$ cat src/rtl/nfcl_pkg.sv
// Shared types, constants and codes for the NFC tag memory with lock bits.
package nfcl_pkg;

  localparam int TAG_BYTES  = 64;
  localparam int LOCK_LO    = 10;
  localparam int OTP_START  = 12;
  localparam int USER_START = 16;
  localparam int HDR_BYTES  = 9;
  localparam int INT_BYTE   = 9;
  localparam int MEM_DEPTH  = TAG_BYTES - OTP_START;
  localparam int MEM_AW     = $clog2(MEM_DEPTH);
  localparam int QDEPTH     = 2;
  localparam int QAW        = $clog2(QDEPTH);

  localparam logic [7:0] MFR_CODE    = 8'h73;
  localparam logic [7:0] CHECK1_SALT = 8'h99;

  typedef enum logic [1:0] {
    OP_WRITE  = 2'd0,
    OP_VERIFY = 2'd1,
    OP_LOAD   = 2'd2,
    OP_CLEAR  = 2'd3
  } op_e;

  typedef enum logic [2:0] {
    RG_OOR,
    RG_HDR,
    RG_LOCK,
    RG_OTP,
    RG_USER
  } region_e;

  typedef struct packed {
    op_e         op;
    logic [7:0]  offset;
    logic [7:0]  data_byte;
    logic [47:0] serial;
  } req_t;

  typedef struct packed {
    logic        verify_pass;
    logic [15:0] lock_word;
    logic [7:0]  stored_byte;
  } rsp_t;

  typedef struct packed {
    req_t    req;
    region_e region;
  } cmd_t;

  typedef struct packed {
    logic valid;
    cmd_t cmd;
  } queue_t;

endpackage

$ cat src/rtl/nfcl_front.sv
// Front end: request intake, offset classification and the command queue.
module nfcl_front (
  input  logic                clk_i,
  input  logic                rst_ni,
  input  logic                start_i,
  input  nfcl_pkg::req_t      req_i,
  output logic                busy_o,
  input  logic                pop_i,
  output nfcl_pkg::queue_t    q_o
);

  nfcl_pkg::cmd_t                 cmd_in;
  nfcl_pkg::cmd_t                 fifo_q [nfcl_pkg::QDEPTH];
  logic [nfcl_pkg::QAW-1:0]       wptr_q, wptr_d;
  logic [nfcl_pkg::QAW-1:0]       rptr_q, rptr_d;
  logic [nfcl_pkg::QAW:0]         count_q, count_d;
  logic                           push;

  always_comb begin
    cmd_in.req = req_i;
    if (req_i.offset >= 8'(nfcl_pkg::TAG_BYTES)) begin
      cmd_in.region = nfcl_pkg::RG_OOR;
    end else if (req_i.offset < 8'(nfcl_pkg::LOCK_LO)) begin
      cmd_in.region = nfcl_pkg::RG_HDR;
    end else if (req_i.offset < 8'(nfcl_pkg::OTP_START)) begin
      cmd_in.region = nfcl_pkg::RG_LOCK;
    end else if (req_i.offset < 8'(nfcl_pkg::USER_START)) begin
      cmd_in.region = nfcl_pkg::RG_OTP;
    end else begin
      cmd_in.region = nfcl_pkg::RG_USER;
    end
  end

  assign busy_o = (count_q == (nfcl_pkg::QAW+1)'(nfcl_pkg::QDEPTH));
  assign push   = start_i && !busy_o;

  always_comb begin
    wptr_d  = wptr_q;
    rptr_d  = rptr_q;
    count_d = count_q;
    if (push) begin
      wptr_d = wptr_q + 1'b1;
    end
    if (pop_i) begin
      rptr_d = rptr_q + 1'b1;
    end
    if (push && !pop_i) begin
      count_d = count_q + 1'b1;
    end else if (!push && pop_i) begin
      count_d = count_q - 1'b1;
    end
  end

  always_ff @(posedge clk_i or negedge rst_ni) begin
    if (!rst_ni) begin
      wptr_q  <= '0;
      rptr_q  <= '0;
      count_q <= '0;
    end else begin
      wptr_q  <= wptr_d;
      rptr_q  <= rptr_d;
      count_q <= count_d;
    end
  end

  always_ff @(posedge clk_i) begin
    if (push) begin
      fifo_q[wptr_q] <= cmd_in;
    end
  end

  assign q_o.valid = (count_q != '0);
  assign q_o.cmd   = fifo_q[rptr_q];

endmodule

$ cat src/rtl/nfcl_back.sv
// Back end: tag store, lock word, header registers and command execution.
module nfcl_back (
  input  logic              clk_i,
  input  logic              rst_ni,
  input  nfcl_pkg::queue_t  q_i,
  output logic              pop_o,
  output logic              result_valid_o,
  output nfcl_pkg::rsp_t    result_o
);

  typedef enum logic {
    ST_IDLE,
    ST_EXEC
  } state_e;

  state_e                          state_q;
  nfcl_pkg::cmd_t                  cmd_q;
  logic [7:0]                      hdr_q [nfcl_pkg::HDR_BYTES];
  logic [7:0]                      hdr_d [nfcl_pkg::HDR_BYTES];
  logic [15:0]                     lock_q, lock_d;
  logic [7:0]                      mem_q [nfcl_pkg::MEM_DEPTH];
  logic [nfcl_pkg::MEM_DEPTH-1:0]  mem_vld_q;
  logic [7:0]                      rdata_q;
  logic                            rvld_q;
  nfcl_pkg::rsp_t                  rsp_q, rsp_d;
  logic                            rsp_vld_q;

  logic [7:0]                      in_off, ex_off, rd_sub, wr_sub;
  logic [nfcl_pkg::MEM_AW-1:0]     rd_idx, wr_idx;
  logic [7:0]                      old_byte, wdata;
  logic                            wen, clr;
  logic [7:0]                      v;
  logic [47:0]                     s;

  assign pop_o  = (state_q == ST_IDLE) && q_i.valid;
  assign in_off = q_i.cmd.req.offset;
  assign rd_sub = in_off - 8'(nfcl_pkg::OTP_START);
  assign rd_idx = rd_sub[nfcl_pkg::MEM_AW-1:0];
  assign ex_off = cmd_q.req.offset;
  assign wr_sub = ex_off - 8'(nfcl_pkg::OTP_START);
  assign wr_idx = wr_sub[nfcl_pkg::MEM_AW-1:0];
  assign old_byte = rvld_q ? rdata_q : 8'h00;
  assign v = cmd_q.req.data_byte;
  assign s = cmd_q.req.serial;

  always_comb begin
    hdr_d = hdr_q;
    lock_d = lock_q;
    wen = 1'b0;
    clr = 1'b0;
    wdata = v;
    rsp_d = '0;
    unique case (cmd_q.req.op)
      nfcl_pkg::OP_WRITE: begin
        unique case (cmd_q.region)
          nfcl_pkg::RG_LOCK: begin
            if (!ex_off[0]) begin
              lock_d[2:0] = lock_q[2:0] | v[2:0];
              if (!lock_d[0]) begin
                lock_d[3] = lock_q[3] | v[3];
              end
              if (!lock_d[1]) begin
                lock_d[7:4] = lock_q[7:4] | v[7:4];
              end
            end else begin
              if (!lock_q[1]) begin
                lock_d[9:8] = lock_q[9:8] | v[1:0];
              end
              if (!lock_q[2]) begin
                lock_d[15:10] = lock_q[15:10] | v[7:2];
              end
            end
          end
          nfcl_pkg::RG_OTP: begin
            wen   = !lock_q[3];
            wdata = old_byte | v;
          end
          nfcl_pkg::RG_USER: begin
            wen   = !lock_q[ex_off[5:2]];
            wdata = v;
          end
          default: begin
          end
        endcase
      end
      nfcl_pkg::OP_VERIFY: begin
        rsp_d.verify_pass = (hdr_q[0] == nfcl_pkg::MFR_CODE) &&
          ((nfcl_pkg::MFR_CODE ^ hdr_q[1] ^ hdr_q[2] ^ nfcl_pkg::CHECK1_SALT) == hdr_q[3]) &&
          ((hdr_q[4] ^ hdr_q[5] ^ hdr_q[6] ^ hdr_q[7]) == hdr_q[8]);
      end
      nfcl_pkg::OP_LOAD: begin
        hdr_d[0] = nfcl_pkg::MFR_CODE;
        hdr_d[1] = s[7:0];
        hdr_d[2] = s[15:8];
        hdr_d[3] = nfcl_pkg::MFR_CODE ^ s[7:0] ^ s[15:8] ^ nfcl_pkg::CHECK1_SALT;
        hdr_d[4] = s[23:16];
        hdr_d[5] = s[31:24];
        hdr_d[6] = s[39:32];
        hdr_d[7] = s[47:40];
        hdr_d[8] = s[23:16] ^ s[31:24] ^ s[39:32] ^ s[47:40];
      end
      nfcl_pkg::OP_CLEAR: begin
        clr = 1'b1;
        lock_d = '0;
        for (int i = 0; i < nfcl_pkg::HDR_BYTES; i++) begin
          hdr_d[i] = '0;
        end
      end
      default: begin
      end
    endcase

    rsp_d.lock_word = lock_d;
    case (cmd_q.region)
      nfcl_pkg::RG_HDR: begin
        if (ex_off == 8'(nfcl_pkg::INT_BYTE)) begin
          rsp_d.stored_byte = 8'h00;
        end else begin
          rsp_d.stored_byte = hdr_d[ex_off[3:0]];
        end
      end
      nfcl_pkg::RG_LOCK: begin
        rsp_d.stored_byte = ex_off[0] ? lock_d[15:8] : lock_d[7:0];
      end
      nfcl_pkg::RG_OTP, nfcl_pkg::RG_USER: begin
        if (clr) begin
          rsp_d.stored_byte = 8'h00;
        end else begin
          rsp_d.stored_byte = wen ? wdata : old_byte;
        end
      end
      default: begin
        rsp_d.stored_byte = 8'h00;
      end
    endcase
  end

  always_ff @(posedge clk_i or negedge rst_ni) begin
    if (!rst_ni) begin
      state_q   <= ST_IDLE;
      rsp_vld_q <= 1'b0;
      lock_q    <= '0;
      for (int i = 0; i < nfcl_pkg::HDR_BYTES; i++) begin
        hdr_q[i] <= '0;
      end
    end else begin
      rsp_vld_q <= 1'b0;
      unique case (state_q)
        ST_IDLE: begin
          if (q_i.valid) begin
            state_q <= ST_EXEC;
          end
        end
        ST_EXEC: begin
          lock_q    <= lock_d;
          hdr_q     <= hdr_d;
          rsp_vld_q <= 1'b1;
          state_q   <= ST_IDLE;
        end
        default: begin
          state_q <= ST_IDLE;
        end
      endcase
    end
  end

  always_ff @(posedge clk_i) begin
    if (pop_o) begin
      cmd_q <= q_i.cmd;
    end
    if (state_q == ST_EXEC) begin
      rsp_q <= rsp_d;
    end
  end

  always_ff @(posedge clk_i or negedge rst_ni) begin
    if (!rst_ni) begin
      mem_vld_q <= '0;
      rvld_q    <= 1'b0;
    end else begin
      if (pop_o) begin
        rvld_q <= (q_i.cmd.region == nfcl_pkg::RG_OTP ||
                   q_i.cmd.region == nfcl_pkg::RG_USER) && mem_vld_q[rd_idx];
      end
      if (state_q == ST_EXEC) begin
        if (clr) begin
          mem_vld_q <= '0;
        end else if (wen) begin
          mem_vld_q[wr_idx] <= 1'b1;
        end
      end
    end
  end

  always_ff @(posedge clk_i) begin
    if (pop_o && (q_i.cmd.region == nfcl_pkg::RG_OTP ||
                  q_i.cmd.region == nfcl_pkg::RG_USER)) begin
      rdata_q <= mem_q[rd_idx];
    end
    if ((state_q == ST_EXEC) && wen) begin
      mem_q[wr_idx] <= wdata;
    end
  end

  assign result_valid_o = rsp_vld_q;
  assign result_o       = rsp_q;

endmodule

$ cat src/rtl/nfc_tag_memory_with_locks.sv
// Top level of the Type-2 NFC tag memory with lock bits and OTP bytes.
//
// Request channel: drive req_i and raise start_i; the request is taken at the
// rising edge where start_i is high and busy_o is low. busy_o rises only when
// the two-entry command queue is full.
// Result channel: every request yields one result on result_o, marked by
// result_valid_o for exactly one cycle. The receiver cannot stall; results
// must be captured in the cycle they appear.
// Path: a request taken into an empty block passes through the queue, the tag
// store read and the execute step. The back end takes one command at a time,
// as the read-then-write access to the tag store ends before the next pop.
// Reset: rst_ni clears the queue, lock word, header bytes and the valid bits
// of the tag store, so the whole tag reads as zero; requests can be issued
// in the first cycle after reset is released.
module nfc_tag_memory_with_locks (
  input  logic             clk_i,
  input  logic             rst_ni,
  input  logic             start_i,
  input  nfcl_pkg::req_t   req_i,
  output logic             busy_o,
  output logic             result_valid_o,
  output nfcl_pkg::rsp_t   result_o
);

  nfcl_pkg::queue_t q;
  logic             pop;

  nfcl_front u_front (
    .clk_i   (clk_i),
    .rst_ni  (rst_ni),
    .start_i (start_i),
    .req_i   (req_i),
    .busy_o  (busy_o),
    .pop_i   (pop),
    .q_o     (q)
  );

  nfcl_back u_back (
    .clk_i          (clk_i),
    .rst_ni         (rst_ni),
    .q_i            (q),
    .pop_o          (pop),
    .result_valid_o (result_valid_o),
    .result_o       (result_o)
  );

  a_no_back_to_back: assert property (@(posedge clk_i) disable iff (!rst_ni)
    result_valid_o |=> !result_valid_o)
    else $error("result strobes in consecutive cycles");

  a_busy_has_data: assert property (@(posedge clk_i) disable iff (!rst_ni)
    busy_o |-> q.valid)
    else $error("queue full but no command offered");

  a_result_after_pop: assert property (@(posedge clk_i) disable iff (!rst_ni)
    result_valid_o |-> $past(pop, 2))
    else $error("result without a command taken from the queue");

  a_pop_needs_data: assert property (@(posedge clk_i) disable iff (!rst_ni)
    pop |-> q.valid)
    else $error("command taken from an empty queue");

endmodule
$ cat config.mk
export PLATFORM = sky130hd
export DESIGN_NAME = nfc_tag_memory_with_locks
export DESIGN_NICKNAME = d
export VERILOG_FILES = /design/src/rtl/nfcl_pkg.sv /design/src/rtl/nfcl_front.sv /design/src/rtl/nfcl_back.sv /design/src/rtl/nfc_tag_memory_with_locks.sv
export SDC_FILE = /design/constraint.sdc
export NUM_CORES = 1
export LEC_CHECK = 0
export BUFFER_PORTS_ARGS = -buffer_cell sky130_fd_sc_hd__buf_2
export CORE_ASPECT_RATIO = 0.75
export CORE_MARGIN = 8
export CORE_UTILIZATION = 54
export DETAILED_ROUTE_END_ITERATION = 6
export PLACE_DENSITY = 0.71
export SLEW_MARGIN = 20
export SYNTH_ARGS = -nofsm -noshare
export SYNTH_HDL_FRONTEND = slang
export SYNTH_SLANG_ARGS = --single-unit
$ cat constraint.sdc
create_clock -name clk_i -period 5.4 [get_ports clk_i]
set_clock_uncertainty 0.05 [all_clocks]
set_input_delay 0.81 -clock clk_i [delete_from_list [all_inputs] [get_ports clk_i]]
set_output_delay 0.81 -clock clk_i [all_outputs]
set_load 0.01 [all_outputs]
==> flow_metrics.py <==
metrics = {
    "run_status": {
        "run_status": "finished, final reports clean",
    },
    "floorplanning": {
        "die_area_sq_um": 73920,
        "top_level_ports": 96,
        "die-height_um": 237.5,
        "die_w_um": 311.3,
        "std_cell_rows": 81,
        "floorplan.initialDensity_pct": 54.36,
        "placeableCoreArea_sq_um": 64960,
    },
    "worst_hold_path": {
        "timing.hold.worst.class": "input pin to flip-flop",
    },
    "power": {
        "power.density_cell_area_nw_per_um2": 616.8,
        "power.sequential.fraction_pct": 39.2,
        "netSwitchingPower_mw": 9.648,
        "vdd_ir_drop_max_v": 0.0003499,
        "power.combinational.fraction_pct": 38.7,
        "clock_power_share_pct": 22.1,
        "leakagePower_nw": 13.30,
        "cellInternalPower_mw": 14.44,
        "swShare_pct": 40.06,
    },
    "sta": {
        "max_clock_freq_mhz": 236.9,
        "fin_tns_setup_ps": 0,
        "post-route-period-util_pct": 78.16,
        "timing.final.setup_violations": 0,
        "worstMarginPinSlew_ps": 1166,
        "fin_max_slew_vios": 0,
        "max_slew_margin_pct": 22.07,
        "period_minus_slack_ps": 4221,
        "report.final.hold_viol_count": 0,
        "setup_slack_ps": 1179,
        "setup_repair_after_global_routing_missed_its_margin": "false",
    },
    "synthesis": {
        "syn_area_per_cell_sq_um": 13.13,
        "netlist.top_cell.by_area": "edfxtp_1",
        "netlist_area_sq_um": 35310,
        "yosysUniqueCellTypes": 79,
        "netlist_top_cells_area": "edfxtp_1 56%, dfrtp_1 10%, nor2_1 2.6%",
        "synth_top_cells_by_count": "656 x edfxtp_1, 249 x nor2_1, 191 x nand2_1, 180 x o21ai_0, 149 x a21oi_1",
        "synth-seq-cells": 803,
        "syn-instance-count": 2689,
        "seq_area_frac_synth_pct": 66.20,
        "synth-edff-count": 656,
        "synth.yosys.warnings": 0,
        "synth.net_count": 2766,
        "synth_flop_cell": "edfxtp_1",
        "post-synth-top-area-fraction_pct": 55.78,
        "synthMostInstantiatedCell": "edfxtp_1",
        "async_flop_share_pct": 18.31,
    },
    "cts": {
        "cts_buffer_depth": 3,
        "cts_max_level": 3,
        "cts.reportedPaths.clkPinSlew_ps": 60,
        "cts_resized": 0,
        "clkLatencyLatePin_ps": 640,
        "cts_tree": "built",
        "cts_root_buffer": "clkbuf_16",
        "cts-buffers-inserted": 79,
        "cts_num_sinks": 803,
        "hold_buffers": 1,
        "cts_setup_buffers": 0,
    },
    "final_layout": {
        "final_cell_area_sq_um": 39050,
        "multiInputGateArea_sq_um": 11110,
        "layout-area-overhead-vs-synth_pct": 10.59,
        "sequential_area_sq_um": 23380,
        "diodes": 0,
        "final_cells": 3675,
        "final.fill_count": 4906,
        "proportion_of_layout_cells_with_a_drive_suffix_above_1_pct": 15.30,
        "finalNetCount": 2818,
        "finalCoreUtilization_pct": 60.12,
    },
    "routing": {
        "drt_iter0_drc": 4023,
        "detail_route.first_pass.iterations": 6,
        "aggregate_routed_wire_length_um": 103300,
        "antenna_left": 0,
        "drt_drc_violations_left": 0,
        "detail_route.vias_per_cell": 6.708,
        "num_vias": 24653,
        "drt-wirelength-per-cell_um": 28.12,
    },
    "place": {
        "placedInstanceArea_sq_um": 36560,
        "port_buf_inserts": 95,
        "place_ws_ps": 1318,
        "dp.cells": 3530,
        "detailedPlacementHpwl_um": 67060,
        "place.gp.congestion": 0.9843,
    },
    "grt": {
        "grt_start_max_net_pins": 99,
        "initial_antenna_violation_count": 4,
        "first_global_vias": 23381,
        "grt_first_pass_wirelength_um": 152900,
        "track_usage_pct": 27.12,
        "gr-total-overflow": 0,
    },
    "setup_path": {
        "critical_path_arrival_ps": 4430,
        "critPathRequiredTime_ps": 5610,
        "worstSetupEndpointType": "flip-flop",
        "crit_path_max_incr_delay_ps": 880,
        "start_kind": "flip-flop",
        "crit_path_cell_trace": "mux4_2 -> mux4_2 -> o22ai_2 -> nand2_1 -> nor2_1",
        "critical-path-top-cell-by-count": "mux4_2",
        "maximum_fanout_encountered_on_the_critical_timing_path": 16,
        "critPathKind": "flip-flop to flip-flop",
        "reg2reg_slack_ps": 1180,
        "slowest_cell_on_the_critical_path": "nor2_1",
    },
    "run": {
        "drv_cap": 0,
    },
}
[cell usage in the layout (no fill, tap or decap), drive strengths merged, types with 25 or more instances in the layout]
| cell | n |
|---|---|
| a211oi | 33 |
| a21oi | 149 |
| a22o | 57 |
| a31oi | 30 |
| buf | 148 |
| clkbuf | 107 |
| clkinv | 27 |
| dfrtp | 147 |
| edfxtp | 656 |
| inv | 29 |
| mux2 | 81 |
| mux4 | 37 |
| nand2 | 193 |
| nand2b | 25 |
| nand3 | 46 |
| nor2 | 250 |
| nor2b | 33 |
| nor3 | 51 |
| nor3b | 34 |
| o211ai | 47 |
| o21ai | 201 |
| o22ai | 47 |
| xnor2 | 73 |
[through the flow]
step	hold WS, ps	total power [mW]
detailed placement	420.2	18.51
floorplan	394.6	15.09
global route	293.0	24.94
finish	308.5	24.09
CTS	283.6	23.84
global placement	407.0	18.32
[registers in the layout, indices dropped and copies added, names as in the netlist]
name,flops
u_back.mem_vld_q,52
u_back.rdata_q,8
u_back.v,8
u_back.rvld_q,1
u_back.cmd_q,5
u_front.count_q,2
u_back.mem_q,416
u_back.lock_q,16
u_front.rptr_q,1
u_front.wptr_q,1
u_back.state_q,1
u_back.result_o,25
u_back.s,48
u_back.hdr_q,72
u_front.fifo_q,138
u_back.ex_off,8
u_back.result_valid_o,1
[worst max-delay path, delay by kind of cell, from the launching register on]
family	cells	cell delay, ps
compound gates	1	260
flops	1	780
mux	2	1130
simple gates	2	1600
[final timing paths]
check,startpoint,end,cells past startpoint
max,u_back.ex_off[3],u_back.mem_q[46][4],5
min,req_i[15],u_front.fifo_q[1][18],1
max reg2reg,u_back.ex_off[3],u_back.mem_q[46][4],5
min reg2reg,u_back.mem_vld_q[19],u_back.mem_vld_q[19],2
min in group asynchronous,rst_ni,u_back.hdr_q[23],2
max in group asynchronous,rst_ni,u_front.rptr_q,3
[kinds of logic after synthesis]
| kind of cell | synth area share [%] |
|---|---|
| xor gates and xnor gates | 2.349 |
| adders and majority gates | 0.2835 |
| buffers and inverters | 2.452 |
| and+or+nand+nor | 9.120 |
| AOI/OAI and AO/OA | 13.98 |
| muxes | 5.616 |
| DFF | 66.20 |
[per-layer routing]
layer | wire (um) | track usage, %
met5 | 47 | 0
met4 | 2870 | 7.730
met3 | 13630 | 7.481
met2 | 44110 | 38.66
met1 | 42680 | 40.65
[power by group through the flow]
stage	logic [mW]	clock network, mW	registers (mW)
after floorplan	5.93	0	9.15
after global placement	8.85	0	9.46
after detailed placement	9.00	0	9.51
after CTS	9.05	5.39	9.40
after global routing	9.83	5.60	9.52
final	9.32	5.32	9.45
[cell type report]
class	count	area share (%)
Tap cell	871	2.791
Clock inverter	37	0.8009
Clock buffer	107	5.562
Timing Repair Buffer	149	2.278
Sequential cell	803	59.87
Inverter	25	0.2467
Multi-Input combinational cell	1683	28.45
No activity file was read; power rests on OpenSTA's default activity.
